### config.mk
export PLATFORM = sky130hd
export DESIGN_NAME = dfd_ctrl
export DESIGN_NICKNAME = d
export VERILOG_FILES = /design/src/rtl/core/dfd_pkg.sv /design/src/rtl/core/dfd_ctrl.sv
export SDC_FILE = /design/constraint.sdc
export NUM_CORES = 1
export LEC_CHECK = 0
export ABC_AREA = 1
export BUFFER_PORTS_ARGS = -buffer_cell sky130_fd_sc_hd__clkbuf_2
export CORE_ASPECT_RATIO = 1.25
export CORE_UTILIZATION = 60
export DETAILED_ROUTE_END_ITERATION = 8
export PLACE_DENSITY = 0.8
export SYNTH_ARGS = -nofsm -noshare
export SYNTH_HDL_FRONTEND = slang
export SYNTH_SLANG_ARGS = --single-unit
### constraint.sdc
create_clock -name clk -period 11.4 [get_ports clk]
set_clock_uncertainty 0.15 [all_clocks]
set_input_delay 0.57 -clock clk [delete_from_list [all_inputs] [get_ports clk]]
set_output_delay 0.57 -clock clk [all_outputs]
set_load 0.03 [all_outputs]
### src/rtl/core/dfd_pkg.sv
`timescale 1ns / 1ps
// ----------------------------------------------------------------------------
// dfd_pkg
// Shared types and constants of the depth flicker detector.
// ----------------------------------------------------------------------------
package dfd_pkg;

	localparam int DEPTH_W    = 16;
	localparam int SCORE_W    = 8;
	localparam int WIDTH_W    = 11;
	localparam int HEIGHT_W   = 10;
	localparam int FLAG_THR_W = 8;
	localparam int CFG_DATA_W = 16;
	localparam int PROD_W     = WIDTH_W + HEIGHT_W;

	localparam logic [SCORE_W-1:0] SCORE_MAX = 8'd255;

	localparam logic [WIDTH_W-1:0]    FRAME_WIDTH_RST  = 11'd640;
	localparam logic [HEIGHT_W-1:0]   FRAME_HEIGHT_RST = 10'd480;
	localparam logic [DEPTH_W-1:0]    CHANGE_THR_RST   = 16'd50;
	localparam logic [FLAG_THR_W-1:0] FLAG_THR_RST     = 8'd5;

	// output buffer entries, also the number of items allowed in flight
	localparam int OUTQ_DEPTH = 8;
	localparam int OUTQ_AW    = 3;
	localparam int OUTQ_CW    = 4;

	typedef enum logic [1:0] {
		CFG_FRAME_WIDTH  = 2'd0,
		CFG_FRAME_HEIGHT = 2'd1,
		CFG_CHANGE_THR   = 2'd2,
		CFG_FLAG_THR     = 2'd3
	} cfg_reg_t;

	typedef struct packed {
		logic last;
		logic primed;
	} px_ctl_t;

	typedef struct packed {
		logic flag;
		logic last;
	} res_t;

endpackage

### src/rtl/core/dfd_ctrl.sv
`timescale 1ns / 1ps
// ----------------------------------------------------------------------------
// dfd_ctrl
// Configuration registers, frame size, pixel position and priming state.
// ----------------------------------------------------------------------------
module dfd_ctrl #(
	parameter int MAX_PIXELS = 524288
) (
	input  logic                                 clk,
	input  logic                                 arst_n,
	input  logic                                 cfg_we,
	input  logic [1:0]                           cfg_idx,
	input  logic [dfd_pkg::CFG_DATA_W-1:0]       cfg_wdata,
	input  logic                                 accept,
	output logic [((MAX_PIXELS > 1) ? $clog2(MAX_PIXELS) : 1)-1:0] idx,
	output dfd_pkg::px_ctl_t                     ctl,
	output logic [dfd_pkg::DEPTH_W-1:0]          change_thr,
	output logic [dfd_pkg::FLAG_THR_W-1:0]       flag_thr
);

	localparam int AW = (MAX_PIXELS > 1) ? $clog2(MAX_PIXELS) : 1;
	localparam logic [31:0] MAXP = 32'(MAX_PIXELS);

	// last position of a frame of prod pixels, saturated, empty frame is one pixel
	function automatic logic [AW-1:0] last_index(input logic [31:0] prod);
		logic [31:0] t;
		if (prod == 32'd0) begin
			t = 32'd0;
		end else if (prod > MAXP) begin
			t = MAXP - 32'd1;
		end else begin
			t = prod - 32'd1;
		end
		return t[AW-1:0];
	endfunction

	localparam logic [AW-1:0] LAST_RST =
		last_index(32'(dfd_pkg::FRAME_WIDTH_RST) * 32'(dfd_pkg::FRAME_HEIGHT_RST));

	logic [dfd_pkg::WIDTH_W-1:0]    width_q;
	logic [dfd_pkg::HEIGHT_W-1:0]   height_q;
	logic [dfd_pkg::DEPTH_W-1:0]    change_thr_q;
	logic [dfd_pkg::FLAG_THR_W-1:0] flag_thr_q;
	logic [AW-1:0]                  last_idx_q;
	logic [AW-1:0]                  idx_q;
	logic                           primed_q;

	logic [dfd_pkg::WIDTH_W-1:0]  w_sel;
	logic [dfd_pkg::HEIGHT_W-1:0] h_sel;
	logic [dfd_pkg::PROD_W-1:0]   prod;
	logic                         size_wr;
	logic                         at_last;

	// size product uses the value being written and the other stored dimension
	always_comb begin
		w_sel = width_q;
		h_sel = height_q;
		if (cfg_idx == dfd_pkg::CFG_FRAME_WIDTH) begin
			w_sel = cfg_wdata[dfd_pkg::WIDTH_W-1:0];
		end
		if (cfg_idx == dfd_pkg::CFG_FRAME_HEIGHT) begin
			h_sel = cfg_wdata[dfd_pkg::HEIGHT_W-1:0];
		end
		prod = dfd_pkg::PROD_W'(w_sel) * dfd_pkg::PROD_W'(h_sel);
		size_wr = cfg_we && (cfg_idx == dfd_pkg::CFG_FRAME_WIDTH ||
			cfg_idx == dfd_pkg::CFG_FRAME_HEIGHT);
		at_last = (idx_q == last_idx_q);
	end

	always_ff @(posedge clk or negedge arst_n) begin
		if (!arst_n) begin
			width_q      <= dfd_pkg::FRAME_WIDTH_RST;
			height_q     <= dfd_pkg::FRAME_HEIGHT_RST;
			change_thr_q <= dfd_pkg::CHANGE_THR_RST;
			flag_thr_q   <= dfd_pkg::FLAG_THR_RST;
			last_idx_q   <= LAST_RST;
		end else if (cfg_we) begin
			case (cfg_idx)
				dfd_pkg::CFG_FRAME_WIDTH: begin
					width_q <= cfg_wdata[dfd_pkg::WIDTH_W-1:0];
				end
				dfd_pkg::CFG_FRAME_HEIGHT: begin
					height_q <= cfg_wdata[dfd_pkg::HEIGHT_W-1:0];
				end
				dfd_pkg::CFG_CHANGE_THR: begin
					change_thr_q <= cfg_wdata[dfd_pkg::DEPTH_W-1:0];
				end
				dfd_pkg::CFG_FLAG_THR: begin
					flag_thr_q <= cfg_wdata[dfd_pkg::FLAG_THR_W-1:0];
				end
				default: begin
				end
			endcase
			if (size_wr) begin
				last_idx_q <= last_index(32'(prod));
			end
		end
	end

	always_ff @(posedge clk or negedge arst_n) begin
		if (!arst_n) begin
			idx_q    <= '0;
			primed_q <= 1'b0;
		end else if (size_wr) begin
			idx_q    <= '0;
			primed_q <= 1'b0;
		end else if (accept) begin
			if (at_last) begin
				idx_q    <= '0;
				primed_q <= 1'b1;
			end else begin
				idx_q <= idx_q + 1'b1;
			end
		end
	end

	assign idx        = idx_q;
	assign ctl.last   = at_last;
	assign ctl.primed = primed_q;
	assign change_thr = change_thr_q;
	assign flag_thr   = flag_thr_q;

endmodule

# [Word-level counts from Yosys, hierarchy flattened]
# Index checks and enable logic that the tools add are counted.
[word_totals] regBits=84 output_inout_bits=45 input_bits=22
[op_classes] mux=10 order_cmp=1 addsub=2 multipliers=1 reduce_logical=10 n_eq_ne=4
[op_table] operator="two-way mux 19 bit" count=5
[op_table] operator="greater-than comparator 21 x 20 -> 1 bit (second input constant)" count=1
[op_table] operator="zero test 21 bit" count=1
[op_table] operator="multiplier 11 x 10 -> 21 bit" count=1
[op_table] operator="adder 19 x 1 -> 19 bit (second input constant)" count=1
[op_table] operator="equality test 19 bit" count=1
[op_table] operator="subtractor 19 x 1 -> 19 bit (second input constant)" count=1
[op_table] operator="two-way mux 11 bit" count=1
[op_table] operator="two-way mux 10 bit" count=1
[op_table] operator="AND reduction 2 bit" count=4
[op_table] operator="equality test 2 bit (second input constant)" count=2
[op_table] operator="nonzero test 2 bit" count=2
[op_table] operator="two-way mux 1 bit" count=3
[op_table] operator="equality test 2 x 1 -> 1 bit (second input constant)" count=1
[op_table] operator="zero test 2 bit" count=1
[op_table] operator="logical AND 1 bit" count=1
[op_table] operator="logical OR 1 bit" count=1

# [Depth between registers and ports, before layout]
# Gate-level depths: netlist of run 1.
[logic_depth] ltp_word=6 depth_mapped=35

# [Worst setup path before layout of run 1]
# No wires, ideal clock.
[synth_path] path_type="input -> register" startpoint="input port cfg_idx[1]" endpoint="register last_idx_q[12]" path_slack_ns=4.979 path_buffers=3 path_stages=30 arrival_time_ns=6.155 setup_ns=0.116 required_time_ns=11.134 path_cell_list="inv_1 > nand2_1 > buf_2 > clkbuf_1 > nand2_1 > o21ai_0 > clkinv_1 > nor2_1 > fa_1 > fa_1 > fa_1 > fa_1 > inv_1 > fa_1 > inv_1 > ha_1 > nand2_2 > inv_1 > nand2_1 > nand2_2 > a21oi_4 > nand2_4 > a21oi_2 > xor2_2 > nand2_1 > o21ai_4 > buf_6 > nand2_1 > nand2_1 > nand2_1"
[synth_between] elab_chain_len=6 word_cells_on_any_way=13 classes_between="add/sub (1); mul (1); order compare (1); eq/ne (1); mux (4); reduce/logical (5)"
[synth_rtl] element="from (decl)" line="dfd_ctrl.sv:12" text="input logic [1:0] cfg_idx,"
[synth_rtl] element="equality test 2 x 1 -> 1 bit / zero test 2 bit (equally long branches)"
[synth_rtl] element="two-way mux 10 bit / two-way mux 11 bit (equally long branches)"
[synth_rtl] element="multiplier 11 x 10 -> 21 bit" line="dfd_ctrl.sv:64" text="prod = dfd_pkg::PROD_W'(w_sel) * dfd_pkg::PROD_W'(h_sel);"
[synth_rtl] element="subtractor 19 x 1 -> 19 bit / greater-than comparator 21 x 20 -> 1 bit (equally long branches)" line="dfd_ctrl.sv:32, dfd_ctrl.sv:29"
[synth_rtl] element="two-way mux 19 bit" line="dfd_ctrl.sv:29" text="end else if (prod > MAXP) begin"
[synth_rtl] element="two-way mux 19 bit" line="dfd_ctrl.sv:27" text="if (prod == 32'd0) begin"
[synth_rtl] element="to (signal assigned)" line="dfd_ctrl.sv:95" text="last_idx_q <= last_index(32'(prod));"
[synth_rtl] element="to (decl)" line="dfd_ctrl.sv:44" text="logic [AW-1:0] last_idx_q;"
# Parallel ways exist; a longest one is shown, timed or not.
# A chain may end at the register's enable or synchronous reset.

# [Worst setup path after layout of run 1]
[layout_path] startpoint="input port cfg_idx[1]" endpoint="register last_idx_q[16]"
# The elaborated chain is that of the path after synthesis.

==> metrics, run 1 <==
status=finished clean; crit-path max FO=22; Post-DRT Antenna Nets=0; Async SR Flop Fraction=100.0%; gate count of the mapped netlist=1128; Synth cell types=41; largest cells by area after synthesis=dfrtp_1 17%, fa_1 16%, nand2_1 14%; total routed wirelength=19350 um; setup TNS=0 ns; Seq pwr share=19.9%; Finished Cell Area=9263 um^2; reg2reg end=last_idx_q[16]; synthesized netlist net count=1279; gpl congestion=0.9280; via count of the first global-routing pass=about 7200; required time of the critical path=~11 ns; FP Rows=48; clock slew at reported path FFs=0.06 ns; worst slack, placed=3.856 ns; post-synthesis cell area=approximately 8500 um^2; later-pin clock latency in the skew report=0.34 ns; Worst path max stage delay=0.91 ns; global-route wire length before repair=33580 um; CTS tree=built; Hold Path Class=in2async; Setup CP Type=in2reg; Final Hold Violating Endpoints=0; largest net degree at the start of global routing=85; vias per cell=between 5 and 6; Setup crit start kind=primary input; Combinational Power Share=67.0%; final net count=1338; DRT Pass-1 Iters=6; cell mode on critical path=fa_1; RSZ-0062 raised after global routing=no; Max VDD drop=154.7 uV; critical path's slowest cell=nor2_1; Buf+Inv Stages, Crit Path=5; Slew headroom=19.93%; die width=108.6 um; max_cap viols=0; Least-Margin Pin Slew=1.197 ns; Psw=1.105 mW; worst setup margin=4.110 ns; switch share=52.04%; DR DRC count=0; area fraction of the dominant cell type after synthesis=17.05%; initial antenna violation count=0; worst reg2reg setup slack=slightly below 5 ns; Worst EP arrival=7.37 ns; Longest Clk Path Bufs=2; Iter 0 DRT Violations=~640; Area after DPL=8981 um^2; die area=14670 um^2; TritonCTS Buffers=9; ys flop type=dfrtp_1; CTS Hold Bufs=0; register area share after synthesis=25.07%; syn avg cell area=between 7 and 8 um^2; Lkg Pwr=5.079 nW; Area Growth Syn to Fin=8.788%; Synth area leader=dfrtp_1; GR Overflow Total=0; top achievable clock speed=137.2 MHz; P_int=1.019 mW; CTS HTree Levels=3; routed len/inst=14.16 um; final-report max-slew violation count=0; Port Buffers=66; setup violators final=0; fraction of layout cells with a size suffix above 1=15.44%; number of flops mapped to enable cells by yosys=0; Top delay family on crit path=adder cells; pwr/cell area=229.3 nW/um^2; origin of the critical flop-to-flop path=width_q[3]; Starting Density=61.64%; Clock power frac=13.1%; postcts setup bufs=0; core area=13810 um^2; Via Count=7306; die height=135.2 um; post-synthesis register bit count=84; # diodes=0; YS warnings=0; fin crit share=a little under two thirds; Sink Count=84; clock root buffer=clkbuf_16; count leader, synth=nand2_1; R2R cell count=25; Tmin final=7.290 ns; CTS resizes=0; Critical Path End Type=flip-flop; GRT Util Overall=29.03%; Ports=67; DP HPWL=about 16000 um; synth cell count leaders=323 x nand2_1, 164 x inv_1, 118 x nor2_1, 70 x fa_1, 59 x ha_1
[worst max-delay path by stage]
stage / endpoint / depth (start not counted) / start
4_1_cts: last_idx_q[16] / 27 / cfg_idx[1]
3_5_place_dp: last_idx_q[16] / 27 / cfg_idx[1]
2_1_floorplan: last_idx_q[12] / 30 / cfg_idx[1]
5_1_grt: last_idx_q[14] / 27 / cfg_idx[1]
3_3_place_gp: last_idx_q[14] / 27 / cfg_idx[1]
6_report: last_idx_q[16] / 26 / cfg_idx[1]
[registers in the layout, summed over array words and instances, names as in the netlist]
register / flops
idx: 19
last_idx_q: 19
change_thr: 16
width_q: 11
height_q: 10
flag_thr: 8
primed_q: 1
[power groups by stage]
stage	Combinational (mW)	Sequential (mW)	Clock, mW
after CTS	1.42	0.422	0.280
after global routing	1.61	0.429	0.294
after floorplan	1.09	0.450	0
after detailed placement	1.41	0.426	0
final	1.42	0.422	0.278
after global placement	1.39	0.421	0
[layer usage]
metal  global-route usage [%]  wire, um  share of wire, %
met4                    10.51       558               2.9
met3                    2.694       850               4.4
met1                    37.44      8466                44
met2                    50.42      9476                49
met5                        0         0                 0
[cells by family after synthesis]
group	Yosys count	synth area share, %
adder cells (fa/ha/maj)	129	25.13
AO/OA/AOI/OAI	92	5.922
flip-flops	84	25.07
buffers and inverters	203	9.302
AND/OR/NAND/NOR	573	29.49
XOR/XNOR	41	4.306
multiplexers	6	0.7788
[stage by stage]
stage          total power [mW]  hold WS (ns)  std cells  utilization [%]
5_1_grt                   2.337        0.3230       1367            67.06
3_5_place_dp              1.839        0.3178       1351            65.02
3_3_place_gp              1.807        0.3142       1351            65.02
6_report                  2.124        0.2340       1367            67.06
4_1_cts                   2.126        0.2949       1367            67.06
2_1_floorplan             1.536        0.1244       1128                -
[cells in the final DEF, fill, tap and decap left out, drive strengths merged]
master / n
nand2: 353
clkinvlp: 1
o21ai: 67
o31ai: 1
xnor2: 16
dfstp: 26
clkinv: 9
and2: 1
dfrtp: 58
mux2: 5
and3: 3
xor2: 25
clkbuf: 74
nand3b: 4
nand3: 50
nand4: 16
nor4: 3
fa: 70
nor3: 13
ha: 59
mux2i: 1
buf: 4
a21oi: 24
nor2: 130
inv: 179
[final cells by class]
| type | instances | area [um^2] |
|---|---|---|
| inverters | 182 | 684.4 |
| multi-input cells | 841 | 5588 |
| clock buffers | 9 | 225.2 |
| flip-flops and latches | 84 | 2135 |
| well taps | 175 | 219.0 |
| fillers | 1186 | 4551 |
| repair buffers | 69 | 355.3 |
| clock inverters | 7 | 56.30 |
Power figures use the tool's default switching activity.
==> inputs of run 2 (changes only) <==
ABC_AREA = 0   (was 1)
clock period = 7.3 ns   (was 11.4 ns; I/O delays follow)
==> run 2 against run 1 <==
Net effect:
- non-clock buffer count rose by 26
- design area fell by 1.2%
- final cell count fell by 19%
==> metrics, run 2 <==
Final Hold Violating Endpoints=0 (unchanged); register area share after synthesis=25.88% (+0.81 points); most frequent cells in the layout=126 x nor2_1, 74 x inv_1, 70 x fa_1, 65 x clkbuf_2, 59 x ha_1; Ports=67 (unchanged); R2R cell count=20 (-20%); CTS HTree Levels=3 (unchanged); commonest non-fill, non-tap cell in the layout=nor2_1; Hold Crit Depth=2; Worst Hold End=change_thr[11]; area fraction of the dominant cell type after synthesis=17.60% (+0.55 points); gate count of the mapped netlist=867 (-23%); ys flop type=dfrtp_1; Critical Path End Type=flip-flop; origin of the critical flop-to-flop path=height_q[8]; post-synthesis cell area=8248 um^2 (-3.1%); initial antenna violation count=0 (unchanged); required time of the critical path=7.37 ns (-4.11 ns); worst setup margin=0.4987 ns (-3.612 ns); gpl congestion=0.8968 (-3.4%); Sink Count=84 (unchanged); postcts setup bufs=0 (unchanged); final net count=1086 (-19%); status=finished clean; largest net degree at the start of global routing=57 (-33%); Hold Path Class=in2reg; max_cap viols=0 (unchanged); GR Overflow Total=0 (unchanged); CTS Hold Bufs=1 (+1); clock root buffer=clkbuf_16; Slew headroom=22.57% (+2.6 points); synthesized netlist net count=1018 (-20%); DRT Pass-1 Iters=5 (-1); CTS resizes=0 (unchanged); die width=106.9 um (-1.6%); YS warnings=0 (unchanged); Tmin final=6.801 ns; CTS tree=built; reg2reg end=last_idx_q[17]; number of flops mapped to enable cells by yosys=0 (unchanged); global-route wire length before repair=30200 um (-10%); syn avg cell area=9.513 um^2 (+26%); Longest Clk Path Bufs=2 (unchanged); core area=13350 um^2 (-3.4%); die area=14220 um^2 (-3.1%); Setup crit start kind=primary input; die height=133.1 um (-1.6%); FP Rows=47 (-2.1%); TritonCTS Buffers=9 (unchanged); via count of the first global-routing pass=6298 (-13%); DP HPWL=14200 um (-8.8%); largest cells by area after synthesis=dfrtp_1 18%, fa_1 17%, ha_1 9.0%; Synth area leader=dfrtp_1; Async SR Flop Fraction=100.0% (unchanged); top achievable clock speed=about 150 MHz; RSZ-0062 raised after global routing=no; routed len/inst=16.50 um (+17%); total routed wirelength=18330 um (-5.3%); fraction of layout cells with a size suffix above 1=23.51% (+8.1 points); # diodes=0 (unchanged); Starting Density=61.79% (+0.15 points); post-synthesis register bit count=84 (unchanged); setup TNS=0 ns (unchanged); GRT Util Overall=26.70% (-2.3 points); Iter 0 DRT Violations=449 (-29%); later-pin clock latency in the skew report=0.34 ns (about the same); Layout Utilization=68.55% (+1.5 points); Synth cell types=81 (+98%); count leader, synth=nor2_1; setup violators final=0 (unchanged); vias per cell=5.853 (+9.5%); crit-path max FO=18 (-18%); worst reg2reg setup slack=0.61 ns (-4.24 ns); Area Growth Syn to Fin=10.95%; worst slack, placed=0.1759 ns (-3.680 ns); Setup CP Type=in2reg; synth cell count leaders=126 x nor2_1, 74 x inv_1, 70 x fa_1, 59 x ha_1, 58 x dfrtp_1; fin crit share=93.17%; Port Buffers=66 (unchanged); min-delay src=cfg_wdata[11]; clock slew at reported path FFs=0.06 ns (about the same); Least-Margin Pin Slew=1.162 ns (-0.03513 ns); DR DRC count=0 (unchanged); final-report max-slew violation count=0 (unchanged); Worst EP arrival=6.87 ns (-0.50 ns); Via Count=6503 (-11%); Post-DRT Antenna Nets=0 (unchanged); Fill cells=1011 (-15%)
==> run 2: critical path: stages <==
cell and delay [ns]:
clkbuf_2 0.13, nor2_1 0.26, buf_12 0.21, mux2i_1 0.40
nor2_1 0.11, fa_1 0.46, fa_1 0.54, inv_1 0.05
fa_1 0.48, inv_1 0.05, fa_1 0.50, fa_1 0.49
ha_1 0.39, a21oi_2 0.26, o211ai_1 0.21, a21oi_1 0.29
mux2i_1 0.33, nor3_4 0.11, nor4_4 0.43, a31oi_2 0.14
buf_4 0.23, nor4_1 0.34, o21ai_2 0.07
==> run 2: per-stage QoR <==
stage	instances	hold slack, ns	area, um^2
after floorplan	867	-0.08059	8249
after global routing	1111	0.1022	9151
after detailed placement	1094	0.1509	8811
after CTS	1111	0.1037	9151
final	1111	0.1095	9151
after global placement	1094	0.1467	8811
==> run 2: how the worst max path moves through the flow <==
| stage | end | slack, ns | startpoint |
|---|---|---|---|
| floorplan | last_idx_q[17] | 0.09 | cfg_idx[1] |
| CTS | last_idx_q[17] | 0.50 | cfg_idx[0] |
| finish | last_idx_q[17] | 0.50 | cfg_idx[1] |
| global route | last_idx_q[4] | 0.19 | cfg_idx[1] |
| global placement | last_idx_q[13] | 0.28 | cfg_idx[0] |
| detailed placement | last_idx_q[17] | 0.18 | cfg_idx[0] |
==> run 2: logic make-up after synthesis <==
logic type,after synthesis,share of synthesized area (%)
adder cells (fa/ha/maj),129,25.94
AND/OR/NAND/NOR,310,18.66
buffers and inverters,112,6.174
XOR/XNOR,54,5.734
multiplexers,55,7.175
AO/OA/AOI/OAI,123,10.44
flip-flops,84,25.88
==> run 2: routing by layer <==
| layer | share of wire [%] | global-route usage, % | vias up | wire (um) |
|---|---|---|---|---|
| met1 | 42 | 34.39 | 3200 | 7788 |
| li1 | - | - | 3067 | - |
| met3 | 4.0 | 3.744 | 42 | 727 |
| met4 | 2.6 | 10.50 | 0 | 476 |
| met2 | 51 | 45.13 | 194 | 9341 |
| met5 | 0 | 0 | - | 0 |
==> run 2: area by class of cell <==
type                            instances  area, um^2  area share, %
Clock inverter                          7       105.1          1.148
Clock buffer                            9       225.2          2.461
Inverter                               74       277.8          3.035
Tap cell                              171       214.0          2.338
Multi-Input combinational cell        671        5604          61.24
Sequential cell                        84        2135          23.33
Timing Repair Buffer                   95       590.6          6.453
Power of run 2 is not shown: default switching activity piles up to over one toggle a cycle in this logic, so the estimate is an artifact.
==> inputs of run 3 (changes only) <==
CELL_PAD_IN_SITES_DETAIL_PLACEMENT = 0   (was not set)
CELL_PAD_IN_SITES_GLOBAL_PLACEMENT = 1   (was not set)
CORE_ASPECT_RATIO = not set   (was 1.25)
CORE_UTILIZATION = 48   (was 60)
PLACE_DENSITY = not set   (was 0.8)
PLACE_DENSITY_LB_ADDON = 0.1   (was not set)
==> run 3 against run 2 <==
Net effect:
- count of clock-buffer cells in the layout unchanged
- utilization decreased by 13 points
- wire length increased by 7.5%
- design area increased by 0.52%
- sequential cell count unchanged
- setup slack got worse by 0.0035 ns
- critical path depth unchanged
- final cell count increased by 4.7%
- worst hold slack got worse by 0.070 ns
- non-clock buffer count increased by 3
- critical endpoint is now last_idx_q[7]
- highest routed layer unchanged
==> metrics, run 3 (synthesized netlist as in run 2, its figures left out) <==
Post-DRT Antenna Nets=0 (unchanged); Sink Count=84 (unchanged); commonest non-fill, non-tap cell in the layout=nor2_1; R2R cell count=20 (unchanged); hold slack=0.03913 ns (-0.07041 ns); die area=17710 um^2 (+25%); Final Hold Violating Endpoints=0 (unchanged); DP HPWL=16050 um (+13%); Hold Path Class=in2async; Longest Clk Path Bufs=2 (unchanged); CTS HTree Levels=3 (unchanged); Fill cells=1584 (+57%); routed len/inst=16.94 um (+2.6%); gpl congestion=0.8649 (-3.6%); cell mode on critical path=fa_1; Slew headroom=23.31% (+0.75 points); clock slew at reported path FFs=0.07 ns (about the same); FP Rows=47 (unchanged); RSZ-0062 raised after global routing=no; die width=133.1 um (+25%); via count of the first global-routing pass=6297 (-0.016%); cells along the critical path=clkbuf_2 > nor2b_1 > buf_4 > mux2i_1 > buf_4 > or2_2 > fa_1 > fa_1 > inv_1 > fa_1 > fa_1 > fa_1 > ha_1 > and2_4 > nor4_1 > a211oi_1 > o221ai_1 > nand3_1 > nor4_4 > a31oi_2 > a2111oi_1 > buf_4 > o21ai_0; Layout Utilization=55.08% (-13 points); max_cap viols=0 (unchanged); Critical Path End Type=flip-flop; clock root buffer=clkbuf_16; status=finished clean; DRT Pass-1 Iters=5 (unchanged); Tmin final=6.805 ns (+0.003501 ns); postcts setup bufs=0 (unchanged); DR DRC count=0 (unchanged); placed cells=1147 (+4.8%); Via Count=6487 (-0.25%); Ports=67 (unchanged); die height=133.1 um (unchanged); initial antenna violation count=0 (unchanged); top achievable clock speed=147.0 MHz (about the same); crit path launch=cfg_idx[1]; total routed wirelength=19700 um (+7.5%); CTS tree=built; vias per cell=5.578 (-4.7%); fin cells=1163 (+4.7%); Port Buffers=66 (unchanged); crit-path max FO=13 (-5); critical path's slowest cell=fa_1; Setup CP Type=in2reg; Worst path max stage delay=0.52 ns (-0.02 ns); TritonCTS Buffers=9 (unchanged); Starting Density=49.39% (-12 points); required time of the critical path=7.42 ns (+0.05 ns); setup violators final=0 (unchanged); final net count=1089 (+0.28%); Buf+Inv Stages, Crit Path=5 (unchanged); final-report max-slew violation count=0 (unchanged); fin crit share=93.22% (about the same); Worst EP arrival=6.92 ns (+0.05 ns); GR Overflow Total=0 (unchanged); Area Growth Syn to Fin=11.53%; fraction of layout cells with a size suffix above 1=23.86% (+0.35 points); later-pin clock latency in the skew report=0.34 ns (about the same); most frequent cells in the layout=126 x nor2_1, 74 x inv_1, 70 x fa_1, 65 x clkbuf_2, 59 x ha_1; # diodes=0 (unchanged); setup TNS=0 ns (unchanged); origin of the critical flop-to-flop path=height_q[6]; Least-Margin Pin Slew=1.150 ns (-0.01122 ns); Top delay family on crit path=adder cells; largest net degree at the start of global routing=85 (+49%); GRT Util Overall=23.31% (-3.4 points); core area=16700 um^2 (+25%); Setup crit start kind=primary input; Crit path depth=23 (unchanged); Iter 0 DRT Violations=419 (-6.7%); global-route wire length before repair=32590 um (+7.9%)
-- run 3: cell types whose count changed in the layout (fill, tap and decap cells not counted), sizes merged --
cell         delta
buf             +4
bufinv          -2
clkinvlp        +1
dlygate4sd3     -1
inv             +1
-- run 3: timing repair --
action | 4_1_cts | 5_1_grt
endpoints found under the setup margin | 0 | 1
hold buffers | 0 | 0
gates resized for setup | 0 | 1
-- run 3: per-layer routing --
layer  GRT usage [%]  vias to the layer above  part of all wire [%]
li1                -                     3060                     -
met1           33.65                     3252                    47
met2           37.90                      162                    47
met3           2.414                       13                   4.2
met4           4.662                        0                   1.0
met5               0                        -                     0
-- run 3: area by class of cell --
| class | count | area, um^2 | area share (%) |
|---|---|---|---|
| clock inverters | 7 | 57.56 | 0.6257 |
| flip-flops and latches | 84 | 2135 | 23.20 |
| repair buffers | 98 | 623.1 | 6.774 |
| inverters | 74 | 277.8 | 3.020 |
| clock buffers | 9 | 225.2 | 2.448 |
| multi-input cells | 671 | 5605 | 60.94 |
| well taps | 220 | 275.3 | 2.992 |
-- run 3: final timing paths --
check	to	slack [ns]
max in group asynchronous	change_thr[6]	6.25
min reg2reg	last_idx_q[6]	0.33
min	idx[10]	0.04
min in group clk	change_thr[12]	0.11
max	last_idx_q[7]	0.50
max reg2reg	last_idx_q[7]	0.52
-- run 3: stage by stage --
step | instance area, um^2 | setup WS (ns)
floorplan | 8249 | 0.08967
global placement | 8915 | 0.1413
detailed placement | 8915 | 0.08491
CTS | 9198 | 0.4255
global route | 9199 | 0.1452
finish | 9199 | 0.4952
-- run 3: worst reg2reg max path: stages, from the launching register on --
cell and delay (ns):
dfstp_2 0.54, mux2i_1 0.06, buf_4 0.19, or2_2 0.30, fa_1 0.50, fa_1 0.50, inv_1 0.06, fa_1 0.51
fa_1 0.52, fa_1 0.50, ha_1 0.39, and2_4 0.21, nor4_1 0.34, a211oi_1 0.16, o221ai_1 0.29, nand3_1 0.21
nor4_4 0.40, a31oi_2 0.16, a2111oi_1 0.44, buf_4 0.20, o21ai_0 0.07
Power of run 3 is left out for the same reason.
