--- src/rtl/core/dfd_pkg.sv ---
`timescale 1ns / 1ps
// ----------------------------------------------------------------------------
// dfd_pkg
// Shared types and constants of the depth flicker detector.
// ----------------------------------------------------------------------------
package dfd_pkg;

	localparam int DEPTH_W    = 16;
	localparam int SCORE_W    = 8;
	localparam int WIDTH_W    = 11;
	localparam int HEIGHT_W   = 10;
	localparam int FLAG_THR_W = 8;
	localparam int CFG_DATA_W = 16;
	localparam int PROD_W     = WIDTH_W + HEIGHT_W;

	localparam logic [SCORE_W-1:0] SCORE_MAX = 8'd255;

	localparam logic [WIDTH_W-1:0]    FRAME_WIDTH_RST  = 11'd640;
	localparam logic [HEIGHT_W-1:0]   FRAME_HEIGHT_RST = 10'd480;
	localparam logic [DEPTH_W-1:0]    CHANGE_THR_RST   = 16'd50;
	localparam logic [FLAG_THR_W-1:0] FLAG_THR_RST     = 8'd5;

	// output buffer entries, also the number of items allowed in flight
	localparam int OUTQ_DEPTH = 8;
	localparam int OUTQ_AW    = 3;
	localparam int OUTQ_CW    = 4;

	typedef enum logic [1:0] {
		CFG_FRAME_WIDTH  = 2'd0,
		CFG_FRAME_HEIGHT = 2'd1,
		CFG_CHANGE_THR   = 2'd2,
		CFG_FLAG_THR     = 2'd3
	} cfg_reg_t;

	typedef struct packed {
		logic last;
		logic primed;
	} px_ctl_t;

	typedef struct packed {
		logic flag;
		logic last;
	} res_t;

endpackage

--- src/rtl/core/dfd_outq.sv ---
`timescale 1ns / 1ps
// ----------------------------------------------------------------------------
// dfd_outq
// Result buffer with in-flight credit count, keeps the pipeline free running.
// ----------------------------------------------------------------------------
module dfd_outq (
	input  logic          clk,
	input  logic          arst_n,
	input  logic          accept,
	output logic          in_ready,
	input  logic          push,
	input  dfd_pkg::res_t push_data,
	output logic          out_valid,
	input  logic          out_ready,
	output dfd_pkg::res_t out_data
);

	dfd_pkg::res_t                 buf_q [dfd_pkg::OUTQ_DEPTH];
	logic [dfd_pkg::OUTQ_AW-1:0]   wr_ptr_q;
	logic [dfd_pkg::OUTQ_AW-1:0]   rd_ptr_q;
	logic [dfd_pkg::OUTQ_CW-1:0]   cnt_q;
	logic [dfd_pkg::OUTQ_CW-1:0]   credit_q;
	logic                          pop;

	assign pop       = out_valid && out_ready;
	assign out_valid = (cnt_q != '0);
	assign out_data  = buf_q[rd_ptr_q];
	// items accepted and not yet delivered never exceed the buffer size
	assign in_ready  = (credit_q < dfd_pkg::OUTQ_CW'(dfd_pkg::OUTQ_DEPTH));

	always_ff @(posedge clk) begin
		if (push) begin
			buf_q[wr_ptr_q] <= push_data;
		end
	end

	always_ff @(posedge clk or negedge arst_n) begin
		if (!arst_n) begin
			wr_ptr_q <= '0;
			rd_ptr_q <= '0;
			cnt_q    <= '0;
			credit_q <= '0;
		end else begin
			if (push) begin
				wr_ptr_q <= wr_ptr_q + 1'b1;
			end
			if (pop) begin
				rd_ptr_q <= rd_ptr_q + 1'b1;
			end
			cnt_q    <= cnt_q + dfd_pkg::OUTQ_CW'(push) - dfd_pkg::OUTQ_CW'(pop);
			credit_q <= credit_q + dfd_pkg::OUTQ_CW'(accept) - dfd_pkg::OUTQ_CW'(pop);
		end
	end

endmodule

--- config.mk ---
export PLATFORM = sky130hd
export DESIGN_NAME = dfd_outq
export DESIGN_NICKNAME = d
export VERILOG_FILES = /design/src/rtl/core/dfd_pkg.sv /design/src/rtl/core/dfd_outq.sv
export SDC_FILE = /design/constraint.sdc
export NUM_CORES = 1
export LEC_CHECK = 0
export ABC_CLOCK_PERIOD_IN_PS = 5200
export BUFFER_PORTS_ARGS = -buffer_cell sky130_fd_sc_hd__buf_2
export CORE_MARGIN = 2
export CORE_UTILIZATION = 31
export CTS_CLUSTER_SIZE = 30
export DETAILED_ROUTE_END_ITERATION = 16
export GPL_TIMING_DRIVEN = 0
export HOLD_SLACK_MARGIN = 0.08
export PLACE_DENSITY_LB_ADDON = 0.12
export REMOVE_ABC_BUFFERS = 1
export SLEW_MARGIN = 20
export SYNTH_ARGS = -nofsm -noshare
export SYNTH_HDL_FRONTEND = slang
export SYNTH_SLANG_ARGS = --single-unit
--- constraint.sdc ---
create_clock -name clk -period 5.2 [get_ports clk]
set_input_delay 1.04 -clock clk [delete_from_list [all_inputs] [get_ports clk]]
set_output_delay 1.04 -clock clk [all_outputs]
set_load 0.02 [all_outputs]
* Word level (Yosys, flattened, before mapping)
Memories as Yosys holds them, arrays and structs flattened.
Index checks and enable logic that the tools add are counted.
** Operators by class
- Mux-type cells :: 2
- Reduce and logical (&&, ||, !) cells :: 2
- Magnitude comparators :: 1
- $add $sub $neg :: 6
** Operators by type and width (number)
- adder 4 x 1 -> 4 bit :: 2
- subtractor 4 x 1 -> 4 bit :: 2
- adder 3 x 1 -> 3 bit (second input constant) :: 2
- < comparator 4 bit (second input constant) :: 1
- nonzero test 4 bit :: 1
- 2-to-1 mux 1 bit :: 2
- logical AND 1 bit :: 1
** Word-level totals
- Memory bits (writable) :: 16
- Output and inout port bits :: 4
- Logic and storage cells :: 16
- Memories :: 1
- Bits in registers :: 14
- Input port bits :: 7
** Memory list
- buf_q :: depth 8, width 2, read ports 1, clocked after memory_dff 0, wr ports 1, RTL line dfd_outq.sv:18 : dfd_pkg::res_t buf_q [dfd_pkg::OUTQ_DEPTH];

* Longest topological paths before layout
Gate-level depths: netlist of the first run.
- Depth after elaboration :: 3
- Gate-level depth with buffers :: 9
- Gate-level depth less buffers :: 9

* Worst setup path after synthesis of the first run
Ideal clock, no wire load.
- Path kind :: register to output
- From :: register rd_ptr_q[0] (netlist bit)
- To :: output out_data[0] (netlist bit)
- Path buffers :: 1
- Data required time :: 4.160 ns
- Setup slack :: 2.852 ns
- Arrival :: 1.308 ns
- Stages on the path, launching flop included :: 4
- Path through :: dfrtp_1 buf_6 mux4_1 mux2_2
** RTL lines
- from (decl) :: RTL line dfd_outq.sv:20 : logic [dfd_pkg::OUTQ_AW-1:0] rd_ptr_q;
- from (signal assigned) :: RTL line dfd_outq.sv:48 : rd_ptr_q <= rd_ptr_q + 1'b1;
- to (decl) :: RTL line dfd_outq.sv:15 : output dfd_pkg::res_t out_data

==> metrics list, run 1 <==
- The run finished with clean final reports.
- Combinational logic is responsible for 38.0% of the overall power.
* Largest area contributor in the synthesized netlist: sky130_fd_sc_hd__edfxtp_1
- The detailed router finished its first iteration with 36 violations.
- Fill cells in the final layout number approximately 410.
- Final routed wire length divided by cell count: 13.7 um
- Total congestion overflow after global routing: 0
* Critical Path Source Type: flip-flop
* Hold worst-path end: wr_ptr_q[2]
- The endpoint identified for the worst register-to-register timing path is credit_q[2].
* Slowest stage cell on the critical path: sky130_fd_sc_hd__mux4_1
- Horiz. Die Dim: a little over 70 um
- Each instance of the synthesized netlist takes up on average ~15 um2.
- At the worst endpoint, the arrival time is between 1.5 and 2 ns.
* Final-stage net count: approximately 130
- Adding up every negative setup slack in the final design gives 0 ns.
- The clock drives 30 sinks.
* Clock period minus worst slack: a little under 3 ns
- First-pass iteration count of the detailed router: 4
* Ordered cell list for the critical path: mux4_1, mux2_2, buf_2
- Crit path capture type: primary output
* Routed via count divided by cell count: approximately 4.5
* Initial Util: 32.1%
- Beginning of the worst register-to-register path: cnt_q[2]
- In this run the most critical hold path is launched from wr_ptr_q[2].
- CTS hold repair buffers: 0
- Final setup violation count: 0
- Setup repair after global routing left no endpoint under its margin.
* Number of global-route vias before repair: between 700 and 800
- TritonCTS clock tree: yes
- The clock passes through at most 2 buffers.
- Number of antenna violations at the first check in global routing: 0
* Core Rows: 24
* Crit path kind: flip-flop to primary output
* Number of standard cells after synthesis: 93
- From bottom edge to top edge, the die measures roughly 71 um.
* Fin util: between 30% and 40%
* Footprint of the multi-input gates: roughly 520 um2
- On the worst path, the slowest cell contributes a delay of slightly above 0.6 ns.
- The top cell type by area accounts for ~34% of the synthesized area.
- Clock tree synthesis inserted a total of 5 buffers.
* Clk root buf: sky130_fd_sc_hd__clkbuf_8
- Sequential standard cell area: about 830 um2
- FF-to-FF setup slack: roughly 3.1 ns
- Cell Count Post-Placement: about 150
* Top-level I/O count: 11
* Post-synthesis cell area: about 1400 um2
- Ant diodes: 0
- After synthesis, the netlist uses 21 different library cells.
* Portion of total power attributed to the clock network: between 15 and 20%
- Slew at the pin with the worst max-slew slack: around 0.33 ns
- Standard cell core area: approximately 4400 um2
- Max Clock Skew: 0.00383 ns
* Cell-internal power: approximately 0.61 mW
- Post-route clock period utilization: between 50% and 60%
- Sorting the synthesized cells by area gives the leading types as sky130_fd_sc_hd__edfxtp_1, sky130_fd_sc_hd__dfrtp_1, sky130_fd_sc_hd__ha_1.
- Max FO, Critical Path: 6
- Counting instances, the worst hold path has a depth of 1.
* Detailed-placement wirelength estimate: roughly 1.6 mm
* FMAX: roughly 350 MHz
* Proportion of power drawn by flip-flops and latches: 43.6%
- Switching share of power: 33.8%
* Total global-route track usage: between 10% and 20%
- R2R depth: 9
- The H-tree was split into 2 levels.
* Post-CTS resize count: 0
* Weighted congestion reported at the end of routability-driven placement: a little over 0.6
- After the flow finishes, the layout carries non-filler instances totaling around 160.
- DRC violations left: 0
- Fraction of final layout cells with drive strength greater than 1: between 20 and 25%
- Sequential cell area fraction in the yosys report: 59.5%
- VDD sags by at most 0.203 mV.
* NetSw: 0.309 mW
* Final count of pins violating max slew: 0
* Hold Fails Final Rpt: 0
- Antenna-violating nets left: 0
- For this run, the number of Yosys warnings is 0.
* Number of violations of the max-capacitance limit: 0
- The die covers 5060 um2.
- Summed over all cells, the static leakage comes to approximately 0.65 nW.
* Maximum number of pins on one net before global-route repair: 15
- Buffers inserted during post-CTS setup optimization: 0
- In this run the power density over the cells is between 500 and 600 nW/um2.
* Clock transition at the registers of the reported paths: approximately 0.06 ns
* Skew-Pair Late Insertion Delay: between 0.2 and 0.3 ns
* Slew Limit Headroom: 78.2%
* First-pass GRT wire length: between 3 and 4 mm
* Synth-to-layout area growth: 12.9%
- The synthesized design contains 30 register bits.
- Number of I/O port buffers: 10
- The routed design has between 2 and 2.5 mm of wire.
* Via Count: 732
- The worst hold path belongs to the class flip-flop to flip-flop.
* Crit path required time: approximately 4.2 ns
## per-stage QoR
stage                     hold WS, ns  instance area, um2  total power [mW]  setup WS (ns)
after floorplan                 0.515                1390             0.667           2.84
after global placement          0.547                1500             0.741           2.62
after detailed placement        0.554                1500             0.760           2.59
after CTS                       0.566                1580             0.935           2.28
after global routing            0.586                1580              1.00           2.24
final                           0.561                1580             0.915           2.32
## worst max-delay path by stage
stage | startpoint | cells past startpoint | slack [ns] | endpoint
3_5_place_dp | rd_ptr_q[0] | 3 | 2.59 | out_data[1]
3_3_place_gp | rd_ptr_q[0] | 3 | 2.62 | out_data[0]
5_1_grt | rd_ptr_q[0] | 3 | 2.24 | out_data[1]
4_1_cts | rd_ptr_q[0] | 3 | 2.28 | out_data[1]
6_report | rd_ptr_q[0] | 3 | 2.32 | out_data[1]
2_1_floorplan | rd_ptr_q[0] | 2 | 2.84 | out_data[0]
## registers in the layout (all words and copies together), names as in the netlist
name,cells
buf_q,16
cnt_q,4
credit_q,4
rd_ptr_q,3
wr_ptr_q,3
## cell usage in the layout (no fill, tap or decap), types with 2 or more instances in the layout
cell type	count
sky130_fd_sc_hd__edfxtp_1	16
sky130_fd_sc_hd__inv_1	8
sky130_fd_sc_hd__xnor2_1	7
sky130_fd_sc_hd__clkbuf_8	5
sky130_fd_sc_hd__nand2_1	3
sky130_fd_sc_hd__nor2_1	7
sky130_fd_sc_hd__dfrtp_1	14
sky130_fd_sc_hd__mux4_1	4
sky130_fd_sc_hd__xor2_1	3
sky130_fd_sc_hd__clkbuf_1	2
sky130_fd_sc_hd__buf_2	10
sky130_fd_sc_hd__a21oi_1	2
sky130_fd_sc_hd__ha_1	9
sky130_fd_sc_hd__nand2b_1	3
sky130_fd_sc_hd__a21o_1	2
sky130_fd_sc_hd__nor3_1	2
sky130_fd_sc_hd__or2_2	2
sky130_fd_sc_hd__mux2_2	4
sky130_fd_sc_hd__fa_1	2
## cells by family after synthesis
| family | synth area share (%) |
|---|---|
| fa+ha+maj | 10.9 |
| compound gates | 1.79 |
| buf+inv | 2.96 |
| flops | 59.5 |
| xor+xnor | 6.27 |
| mux | 11.5 |
| simple gates | 7.08 |
## metal layers
metal  vias to the layer above  global-route usage (%)  share of wire (%)
met5                         -                       0                  0
met4                         0                    5.03                1.5
met1                       361                    13.7                 48
met3                         4                    4.27                3.8
li1                        356                       -                  -
met2                        11                    14.7                 47
## worst max-delay path: cells and delay by family (launching register included)
family / cells / cell delay, ns
buffers and inverters: 1 / 0.16
multiplexers: 2 / 0.89
flip-flops: 1 / 0.52
## power groups by stage
stage / combinational (mW) / sequential (mW) / clock, mW
final: 0.347 / 0.399 / 0.169
after global routing: 0.400 / 0.412 / 0.189
after CTS: 0.357 / 0.401 / 0.177
after detailed placement: 0.355 / 0.405 / 0
after global placement: 0.340 / 0.401 / 0
after floorplan: 0.283 / 0.384 / 0
## cell type report
cell class,count,area share [%]
sequential,30,52.7
multi-input combinational,54,33.3
clock buffer,7,4.84
tap,52,4.13
timing repair buffer,10,3.17
inverter,8,1.90
## Yosys cell counts
library cell,count
sky130_fd_sc_hd__edfxtp_1,16
sky130_fd_sc_hd__dfrtp_1,14
sky130_fd_sc_hd__ha_1,9
sky130_fd_sc_hd__inv_1,8
sky130_fd_sc_hd__nor2_1,7
sky130_fd_sc_hd__xnor2_1,7
sky130_fd_sc_hd__mux2_2,4
sky130_fd_sc_hd__mux4_1,4
sky130_fd_sc_hd__nand2_1,3
sky130_fd_sc_hd__nand2b_1,3
sky130_fd_sc_hd__xor2_1,3
sky130_fd_sc_hd__a21o_1,2
sky130_fd_sc_hd__a21oi_1,2
sky130_fd_sc_hd__fa_1,2
sky130_fd_sc_hd__nor3_1,2
sky130_fd_sc_hd__or2_2,2
sky130_fd_sc_hd__buf_6,1
sky130_fd_sc_hd__mux2i_1,1
sky130_fd_sc_hd__nand2_2,1
sky130_fd_sc_hd__nand3_1,1
sky130_fd_sc_hd__or3b_1,1
No activity file was read; power rests on OpenSTA's default activity.
==> run 2: changes to the inputs <==
--- a/config.mk
+++ b/config.mk
@@ -5,7 +5,8 @@
 export SDC_FILE = /design/constraint.sdc
 export NUM_CORES = 1
 export LEC_CHECK = 0
-export ABC_CLOCK_PERIOD_IN_PS = 5200
+export ABC_AREA = 1
+export ABC_CLOCK_PERIOD_IN_PS = 2500
 export BUFFER_PORTS_ARGS = -buffer_cell sky130_fd_sc_hd__buf_2
 export CORE_MARGIN = 2
 export CORE_UTILIZATION = 31
==> constraint.sdc (replaced) <==
create_clock -name clk -period 2.5 [get_ports clk]
set_input_delay 0.5 -clock clk [delete_from_list [all_inputs] [get_ports clk]]
set_output_delay 0.5 -clock clk [all_outputs]
set_load 0.02 [all_outputs]
==> run 2 against run 1 <==
Routed wire length grew 13%. Register-to-register slack lost 2.4 ns. Die area is 8.6% higher. Worst hold slack got worse by 0.44 ns. Power grew 120%. Design area grew 9.5%. Combinational power increased by 140%. Non-clock buffer count did not move. Critical path type unchanged. Largest power group is now combinational cells.
==> metrics list, run 2 <==
- Core Rows: 25 (was 24)
- Max Clock Skew: 0.00471 ns (was 0.00383 ns)
- The fill cell total of the finished layout is 492 (was 414).
* Total global-route track usage: 10.5% (was 10.3%)
* FMAX: 513 MHz
* Peak supply drop: 0.276 mV (was 0.203 mV)
- The insertion delay of the later-clocked pin in the worst-skew pair is 0.27 ns (about the same).
- Number of violations of the max-capacitance limit: 0 (unchanged)
* Number of enable flip-flop cells after synthesis: 16 (unchanged)
* Final cell count without fillers: 240 (was 161)
* Total clock buffers created by CTS: 5 (unchanged)
- The max-slew violation total from the final report is 0 (unchanged).
* Sequential cell area fraction in the yosys report: 54.5% (was 59.5%)
- The power density over the cells came to 1140 nW/um2 (was 581 nW/um2).
- The number of setup violations in the final report was 0 (unchanged).
- The placer's final routability congestion estimate was 0.726 (was 0.621).
* Fraction of final layout cells with drive strength greater than 1: 13.9% (was 20.2%)
- The top cell type by total area after synthesis is sky130_fd_sc_hd__edfxtp_1 (unchanged).
* Total congestion overflow after global routing: 0 (unchanged)
- Top Registers: buf_q x16, cnt_q x4, credit_q x4 (unchanged)
- Cell Count Post-Placement: 232 (was 154)
* Final routed wire length divided by cell count: 10.4 um (was 13.7 um)
- The cell count after synthesis is 156 (was 93).
* Total of warnings raised by yosys: 0 (unchanged)
- Dividing the final minimum period by the clock period gives between 70 and 80%.
* Total Negative Setup Slacks: 0 ns (unchanged)
* Antenna-violating nets left: 0 (unchanged)
- Synth unique cells: 19 (was 21)
* PnR worst setup slack: 0.551 ns (was 2.32 ns)
- The most common cell after layout, fill and taps aside is sky130_fd_sc_hd__nand2_1 (was sky130_fd_sc_hd__edfxtp_1).
- Number of DRC markers in iteration 0: 86 (was 36)
* Per-instance average area after synthesis: 9.77 um2 (was 15.0 um2)
- Pre-CTS setup slack: 0.605 ns (was 2.59 ns)
- TritonCTS clock tree: yes (unchanged)
- Number of global-route vias before repair: 927 (was 731)
- The wire length of the first global-routing pass was 4.20 mm (was 3.85 mm).
- The average vias per placed instance was 4.05 (was 4.55).
- The top flip-flop cell by instance count after synthesis is sky130_fd_sc_hd__edfxtp_1 (unchanged).
- Ordered cell list for the critical path: inv_4, nand2_1, nand3_1, nand2_1, nand2_1, nand2_1, buf_2 (was mux4_1, mux2_2, buf_2).
* Static power due to leakage: 0.844 nW (was 0.654 nW)
- Arrival time reported for the critical path endpoint: 1.45 ns (was 1.84 ns)
- Switching share of power: 39.0% (was 33.8%)
- The count of buffers from port buffering came to 10 (unchanged).
- DRC violations left: 0 (unchanged)
- Top post-synthesis cells by count: sky130_fd_sc_hd__nand2_1, sky130_fd_sc_hd__inv_1, sky130_fd_sc_hd__edfxtp_1 (was sky130_fd_sc_hd__edfxtp_1, sky130_fd_sc_hd__dfrtp_1, sky130_fd_sc_hd__ha_1).
- Horiz. Die Dim: 74.1 um (was 71.1 um)
* Crit path kind: flip-flop to primary output (unchanged)
- The area taken by flip-flops and latches is 831 um2 (unchanged).
* Slew Limit Headroom: 74.6% (was 78.2%)
- Top-level I/O count: 11 (unchanged)
- Unrepaired setup endpoints after global routing: no (unchanged).
- The area share of the leading cell type in the synthesized netlist was 31.5% (was 34.4%).
- The floorplan core area came to 4720 um2 (was 4350 um2).
- The sink count of the clock tree is 30 (unchanged).
- Total number of H-tree levels: 2 (unchanged)
* Buffers from clock root to sink, at most: 2 (unchanged)
* Synth-to-layout area growth: 13.3% (was 12.9%)
- Largest register by flop count: buf_q (unchanged)
* Ant diodes: 0 (unchanged)
- The post-cts sizing count was 0 (unchanged).
- The switching power total is 0.767 mW (was 0.309 mW).
- Largest register FFs: 16 (unchanged)
- Maximum number of pins on one net before global-route repair: 15 (unchanged)
- Clk root buf: sky130_fd_sc_hd__clkbuf_8 (unchanged)
- Wirelength, routed: 2.49 mm (was 2.20 mm)
* Highest cell delay on the worst timing path: 0.57 ns (was 0.62 ns)
- The actual slew at the worst max-slew pin was 0.381 ns (was 0.326 ns).
- Buffers inserted during post-CTS setup optimization: 0 (unchanged)
- Portion of total power attributed to the clock network: 18.6% (was 18.5%)
* Run status: finished clean (unchanged)
- The area of the die came to 5490 um2 (was 5060 um2).
- The number of antenna violations at the first check in global routing is 0 (unchanged).
* Clock period minus worst slack: 1.95 ns
- The CTS clock-pin slew for the worst setup and hold paths was 0.06 ns (about the same).
- The required time at the worst-slack endpoint was 2.00 ns (was 4.16 ns).
- Commonest cells after routing, fill and taps aside: sky130_fd_sc_hd__nand2_1, sky130_fd_sc_hd__inv_1, sky130_fd_sc_hd__edfxtp_1 (was sky130_fd_sc_hd__edfxtp_1, sky130_fd_sc_hd__dfrtp_1, sky130_fd_sc_hd__buf_2)
- The critical path endpoint category is a primary output (unchanged).
* Proportion of power drawn by flip-flops and latches: 39.7% (was 43.6%)
* First-pass iteration count of the detailed router: 4 (unchanged)
* Leading cell type by number of instances after synthesis: sky130_fd_sc_hd__nand2_1 (was sky130_fd_sc_hd__edfxtp_1)
* Top area cells in the synthesized netlist: sky130_fd_sc_hd__edfxtp_1, sky130_fd_sc_hd__dfrtp_1, sky130_fd_sc_hd__nand2_1 (was sky130_fd_sc_hd__edfxtp_1, sky130_fd_sc_hd__dfrtp_1, sky130_fd_sc_hd__ha_1)
- The cell that appears most often on the critical path is sky130_fd_sc_hd__nand2_1.
- The die height was 74.1 um (was 71.1 um).
- The count of vias placed by the detailed router is 973 (was 732).
- Class of the tightest hold or removal check: input pin to async pin (was flip-flop to flip-flop)
- Slowest stage cell on the critical path: sky130_fd_sc_hd__dfrtp_1 (was sky130_fd_sc_hd__mux4_1)
- Footprint of the multi-input gates: 548 um2 (was 524 um2)
- The maximum fanout count along the critical path was 10 (was 6).
- The count of hold buffers inserted by post-cts repair is 0 (unchanged).
- The post-DP HPWL is 1.90 mm (was 1.64 mm).
- Post-synthesis cell area: 1520 um2 (was 1400 um2)
- Cell-internal power: 1.20 mW (was 0.606 mW)
- Final-stage net count: 190 (was 127)
- The combinational share of power came to 41.6% (was 38.0%).
* Post-synthesis sequential element count: 30 (unchanged)
* Initial Util: 32.3% (was 32.1%)
- Hold Fails Final Rpt: 0 (unchanged)
* Asr flop ratio synth: 46.7% (unchanged)
- Critical Path Source Type: flip-flop (unchanged)
- Post-layout power: 1.97 mW (was 0.915 mW)
## run 2: cell count changes in the layout (fill, tap and decap cells not counted), moves of 3 or more
cell                       change
sky130_fd_sc_hd__xnor2_1       -4
sky130_fd_sc_hd__nand3_1      +12
sky130_fd_sc_hd__mux2_2        -4
sky130_fd_sc_hd__o21ai_0       +3
sky130_fd_sc_hd__mux4_1        -4
sky130_fd_sc_hd__inv_1        +25
sky130_fd_sc_hd__nand2_1      +39
sky130_fd_sc_hd__nor2_1        -3
sky130_fd_sc_hd__nand2b_1      -3
sky130_fd_sc_hd__nor2_2        +4
## run 2: kinds of logic after synthesis
logic type,synth area share (%)
and+or+nand+nor,19.7
buffers and inverters,9.52
DFF,54.5
adders and majority gates,10.0
xor gates and xnor gates,4.60
AOI/OAI and AO/OA,1.64
## run 2: cell type report
cell class | instances | area share (%)
Multi-Input combinational cell | 90 | 31.7
Timing Repair Buffer | 10 | 2.90
Clock buffer | 8 | 4.64
Tap cell | 67 | 4.86
Sequential cell | 30 | 48.1
Inverter | 35 | 7.75
## run 2: final timing paths
path / start / slack [ns] / to / depth (start not counted)
max: rd_ptr_q[0] / 0.55 / out_data[1] / 7
min: arst_n / 0.12 / rd_ptr_q[0] / 1
max reg2reg: cnt_q[2] / 0.61 / cnt_q[2] / 8
min reg2reg: wr_ptr_q[0] / 0.55 / wr_ptr_q[0] / 2
max in group asynchronous: arst_n / 2.13 / wr_ptr_q[0] / 1
min in group clk: accept / 0.46 / credit_q[0] / 2
## run 2: worst max-delay path, delay by kind of cell, from the launching register on
kind / cells / cell delay [ns]
flip-flops: 1 / 0.57
AND/OR/NAND/NOR: 5 / 0.35
buffers and inverters: 2 / 0.26
## run 2: routing by layer
layer	vias up	share of wire, %	routed length (um)	global-route usage [%]
met5	-	0	0	0
met4	0	2.4	59	6.06
met3	6	3.1	78	3.66
met2	9	46	1150	15.1
met1	446	48	1210	13.6
li1	512	-	-	-
## run 2: through the flow
stage,instance area [um2],hold WS [ns],util [%]
5_1_grt,1730,0.150,36.6
4_1_cts,1730,0.124,36.6
3_5_place_dp,1650,0.434,34.9
6_report,1730,0.118,36.6
2_1_floorplan,1510,0.204,-
3_3_place_gp,1650,0.427,34.9
## run 2: power groups by stage
stage	Clock, mW	Sequential, mW	Combinational [mW]
floorplan	0	0.767	0.659
global placement	0	0.792	0.800
detailed placement	0	0.794	0.835
CTS	0.382	0.785	0.839
global route	0.395	0.803	0.950
finish	0.367	0.782	0.819
==> run 3: changes to the inputs <==
--- a/config.mk
+++ b/config.mk
@@ -6,7 +6,7 @@
 export NUM_CORES = 1
 export LEC_CHECK = 0
 export ABC_AREA = 1
-export ABC_CLOCK_PERIOD_IN_PS = 2500
+export ABC_CLOCK_PERIOD_IN_PS = 1600
 export BUFFER_PORTS_ARGS = -buffer_cell sky130_fd_sc_hd__buf_2
 export CORE_MARGIN = 2
 export CORE_UTILIZATION = 31
==> constraint.sdc (replaced) <==
create_clock -name clk -period 1.6 [get_ports clk]
set_input_delay 0.32 -clock clk [delete_from_list [all_inputs] [get_ports clk]]
set_output_delay 0.32 -clock clk [all_outputs]
set_load 0.02 [all_outputs]
==> run 3 against run 2 <==
The run now ends with setup timing left. Sequential cell count unchanged. Sequential power grew 57%. Utilization rose by 5.3 points. Final cell count up 4.6%. Non-clock buffer count up 11. Via count rose by 6.3%. Clock skew barely moved. Clock power rose by 57%. Power up 83%. Die area stayed put. Worst setup slack got worse by 0.68 ns.
==> metrics list, run 3 (same netlist as run 2, synthesis figures left out) <==
- The worst hold-check slack is 0.296 ns (was 0.118 ns).
* Die ar.: 5490 um2 (unchanged)
- Clock sinks: 30 (unchanged)
* Number of DRC markers in iteration 0: 39 (was 86)
* Maximum number of pins on one net before global-route repair: 15 (unchanged)
- The worst supply voltage drop on vdd was 0.497 mV (was 0.276 mV).
- Number of global-route vias before repair: 928 (was 927)
- Via Count: 1034 (was 973)
- The worst reg2reg path startpoint was cnt_q[2] (unchanged).
- The critical path start-end classification is flip-flop to flip-flop (was flip-flop to primary output).
* Crit path capture type: flip-flop (was primary output)
- FF-to-FF setup slack: -0.13 ns (was 0.61 ns)
- Final setup violation count: 6 (was 0)
- First-pass GRT wire length: 4.22 mm (was 4.20 mm)
- Post-layout power: 3.60 mW (was 1.97 mW)
- Detailed-placement wirelength estimate: 1.90 mm (unchanged)
- Synth-to-layout area growth: 29.6% (was 13.3%)
- Final-stage net count: 201 (was 190)
- Critical Path Source: cnt_q[2] (was rd_ptr_q[0])
- Skew-Pair Late Insertion Delay: 0.27 ns (about the same)
- The number of violations of the max-capacitance limit was 0 (unchanged).
* Slew Limit Headroom: 77.0% (was 74.6%)
- The maximum fanout count along the critical path is 5 (was 10).
- Total Negative Setup Slacks: -0.420 ns (was 0 ns)
- Final routed wire length divided by cell count: 10.7 um (was 10.4 um)
- Largest register by flop count: buf_q (unchanged)
- The most common cell after layout, fill and taps aside was sky130_fd_sc_hd__nand2_1 (unchanged).
- Clock period minus worst slack: 1.73 ns
- Number of I/O port buffers: 10 (unchanged)
- Top-level I/O count: 11 (unchanged)
- The TritonCTS clock tree was yes (unchanged).
- The count of standard-cell rows came to 25 (unchanged).
- Run status: finished, violations left (was finished clean).
* Die Height: 74.1 um (unchanged)
* Largest register FFs: 16 (unchanged)
- Unrepaired setup endpoints after global routing: yes (was no)
- Capture point of the worst reg-to-reg path: credit_q[1] (was cnt_q[2])
* Number of antenna violations at the first check in global routing: 0 (unchanged)
* Static power due to leakage: 0.918 nW (was 0.844 nW)
- The endpoint arrival time on the critical path is 1.90 ns (was 1.45 ns).
* Max Clock Skew: 0.00444 ns (was 0.00471 ns)
* Crit path required time: 1.78 ns (was 2.00 ns)
- Wirelength, routed: 2.68 mm (was 2.49 mm)
- Capturing instance or port of the critical path: credit_q[1] (was out_data[1])
* Slew at the pin with the worst max-slew slack: 0.345 ns (was 0.381 ns)
- Total global-route track usage: 10.5% (about the same)
* Buffers from clock root to sink, at most: 2 (unchanged)
- Final count of pins violating max slew: 0 (unchanged)
* First-pass iteration count of the detailed router: 4 (unchanged)
- Final cell count without fillers: 251 (was 240)
- Horiz. Die Dim: 74.1 um (unchanged)
- The average vias per placed instance came to 4.12 (was 4.05).
- Number of fill cells: 459 (was 492)
- Top Registers: buf_q x16, cnt_q x4, credit_q x4 (unchanged)
- Hold Fails Final Rpt: 0 (unchanged)
* Ant diodes: 0 (unchanged)
- Fraction of final layout cells with drive strength greater than 1: 34.2% (was 13.9%)
- The cell chosen for the clock root was sky130_fd_sc_hd__clkbuf_8 (unchanged).
- Commonest cells after routing, fill and taps aside: sky130_fd_sc_hd__nand2_1, sky130_fd_sc_hd__inv_1, sky130_fd_sc_hd__edfxtp_1 (unchanged).
* Antenna-violating nets left: 0 (unchanged)
- The H-tree depth came to 2 (unchanged).
- Total congestion overflow after global routing: 0 (unchanged)
* DRC violations left: 0 (unchanged)
- Critical Path Source Type: flip-flop (unchanged)
- Cell Count Post-Placement: 232 (unchanged)
- Clock transition at the registers of the reported paths: 0.06 ns (about the same)
- The number of buffers added by the clock tree synthesis step is 5 (unchanged).
- Standard cell core area: 4720 um2 (unchanged)
- R2R depth: 10 (was 8)
* Violated checks: setup timing
- Initial Util: 32.3% (unchanged)
- Power density over cell area: 1820 nW/um2 (was 1140 nW/um2)
* Post-route clock period utilization: 108%
* Weighted congestion reported at the end of routability-driven placement: 0.726 (unchanged)
- The worst-case setup margin in the final layout is -0.127 ns (was 0.551 ns).
- Class of the tightest hold or removal check: input pin to flip-flop (was input pin to async pin)
- Derived from the worst setup path, the maximum achievable clock frequency is 579 MHz.
run 3: cell count changes in the layout (fill, tap and decap cells not counted), moves of 4 or more:
| cell | delta |
|---|---|
| sky130_fd_sc_hd__nand3_2 | +6 |
| sky130_fd_sc_hd__ha_1 | -5 |
| sky130_fd_sc_hd__buf_4 | +6 |
| sky130_fd_sc_hd__nand2_1 | -7 |
| sky130_fd_sc_hd__inv_1 | -6 |
| sky130_fd_sc_hd__nand2_2 | +6 |
| sky130_fd_sc_hd__nand3_1 | -8 |
| sky130_fd_sc_hd__ha_4 | +4 |
| sky130_fd_sc_hd__buf_6 | +6 |
| sky130_fd_sc_hd__inv_2 | +6 |
run 3: routing by layer:
metal / routed length [um] / track usage [%] / up-vias
li1: - / - / 536
met1: 1250 / 14.2 / 483
met2: 1290 / 14.7 / 9
met3: 74 / 3.66 / 6
met4: 59 / 6.06 / 0
met5: 0 / 0 / -
run 3: how the worst min path moves through the flow:
| stage | startpoint | endpoint | slack, ns | depth (start not counted) |
|---|---|---|---|---|
| 2_1_floorplan | arst_n | cnt_q[0] | 0.02 | 0 |
| 4_1_cts | accept | credit_q[0] | 0.28 | 2 |
| 3_3_place_gp | arst_n | rd_ptr_q[0] | 0.25 | 1 |
| 3_5_place_dp | arst_n | rd_ptr_q[2] | 0.25 | 1 |
| 5_1_grt | accept | credit_q[0] | 0.29 | 2 |
| 6_report | accept | credit_q[0] | 0.30 | 2 |
run 3: area by class of cell:
class                      count  area, um2  share of cell area (%)
clock buffer                   8       80.1                    4.05
inverter                      35        134                    6.78
multi-input combinational     90        683                    34.6
sequential                    30        832                    42.1
tap                           67       83.8                    4.24
timing repair buffer          21        163                    8.23
run 3: repair_timing:
item	in CTS	in global routing
endpoints found under the setup margin	7	8
buffers inserted	5	6
pin swaps	3	20
hold endpoints to repair	14	0
gates cloned	0	0
hold buffers	1	0
gates resized for setup	15	29
run 3: worst max-delay path: stages (launching register included):
cell                      delay, ns
sky130_fd_sc_hd__dfrtp_1       0.37
sky130_fd_sc_hd__inv_2         0.08
sky130_fd_sc_hd__ha_4          0.14
sky130_fd_sc_hd__nand3_4       0.13
sky130_fd_sc_hd__nand2_4       0.09
sky130_fd_sc_hd__nand2_2       0.05
sky130_fd_sc_hd__nand2_2       0.07
sky130_fd_sc_hd__ha_4          0.13
sky130_fd_sc_hd__inv_2         0.03
sky130_fd_sc_hd__fa_2          0.52
sky130_fd_sc_hd__inv_2         0.03
run 3: through the flow:
step / util (%) / area (um2) / setup WS [ns]
global route: 41.8 / 1980 / -0.198
finish: 41.8 / 1980 / -0.127
floorplan: - / 1510 / -0.227
global placement: 34.9 / 1650 / -0.289
detailed placement: 34.9 / 1650 / -0.295
CTS: 38.5 / 1820 / -0.166
run 3: report_power, final:
group,switching [mW],internal [mW]
sequential,0.180,1.05
clock,0.267,0.308
combinational,0.951,0.839
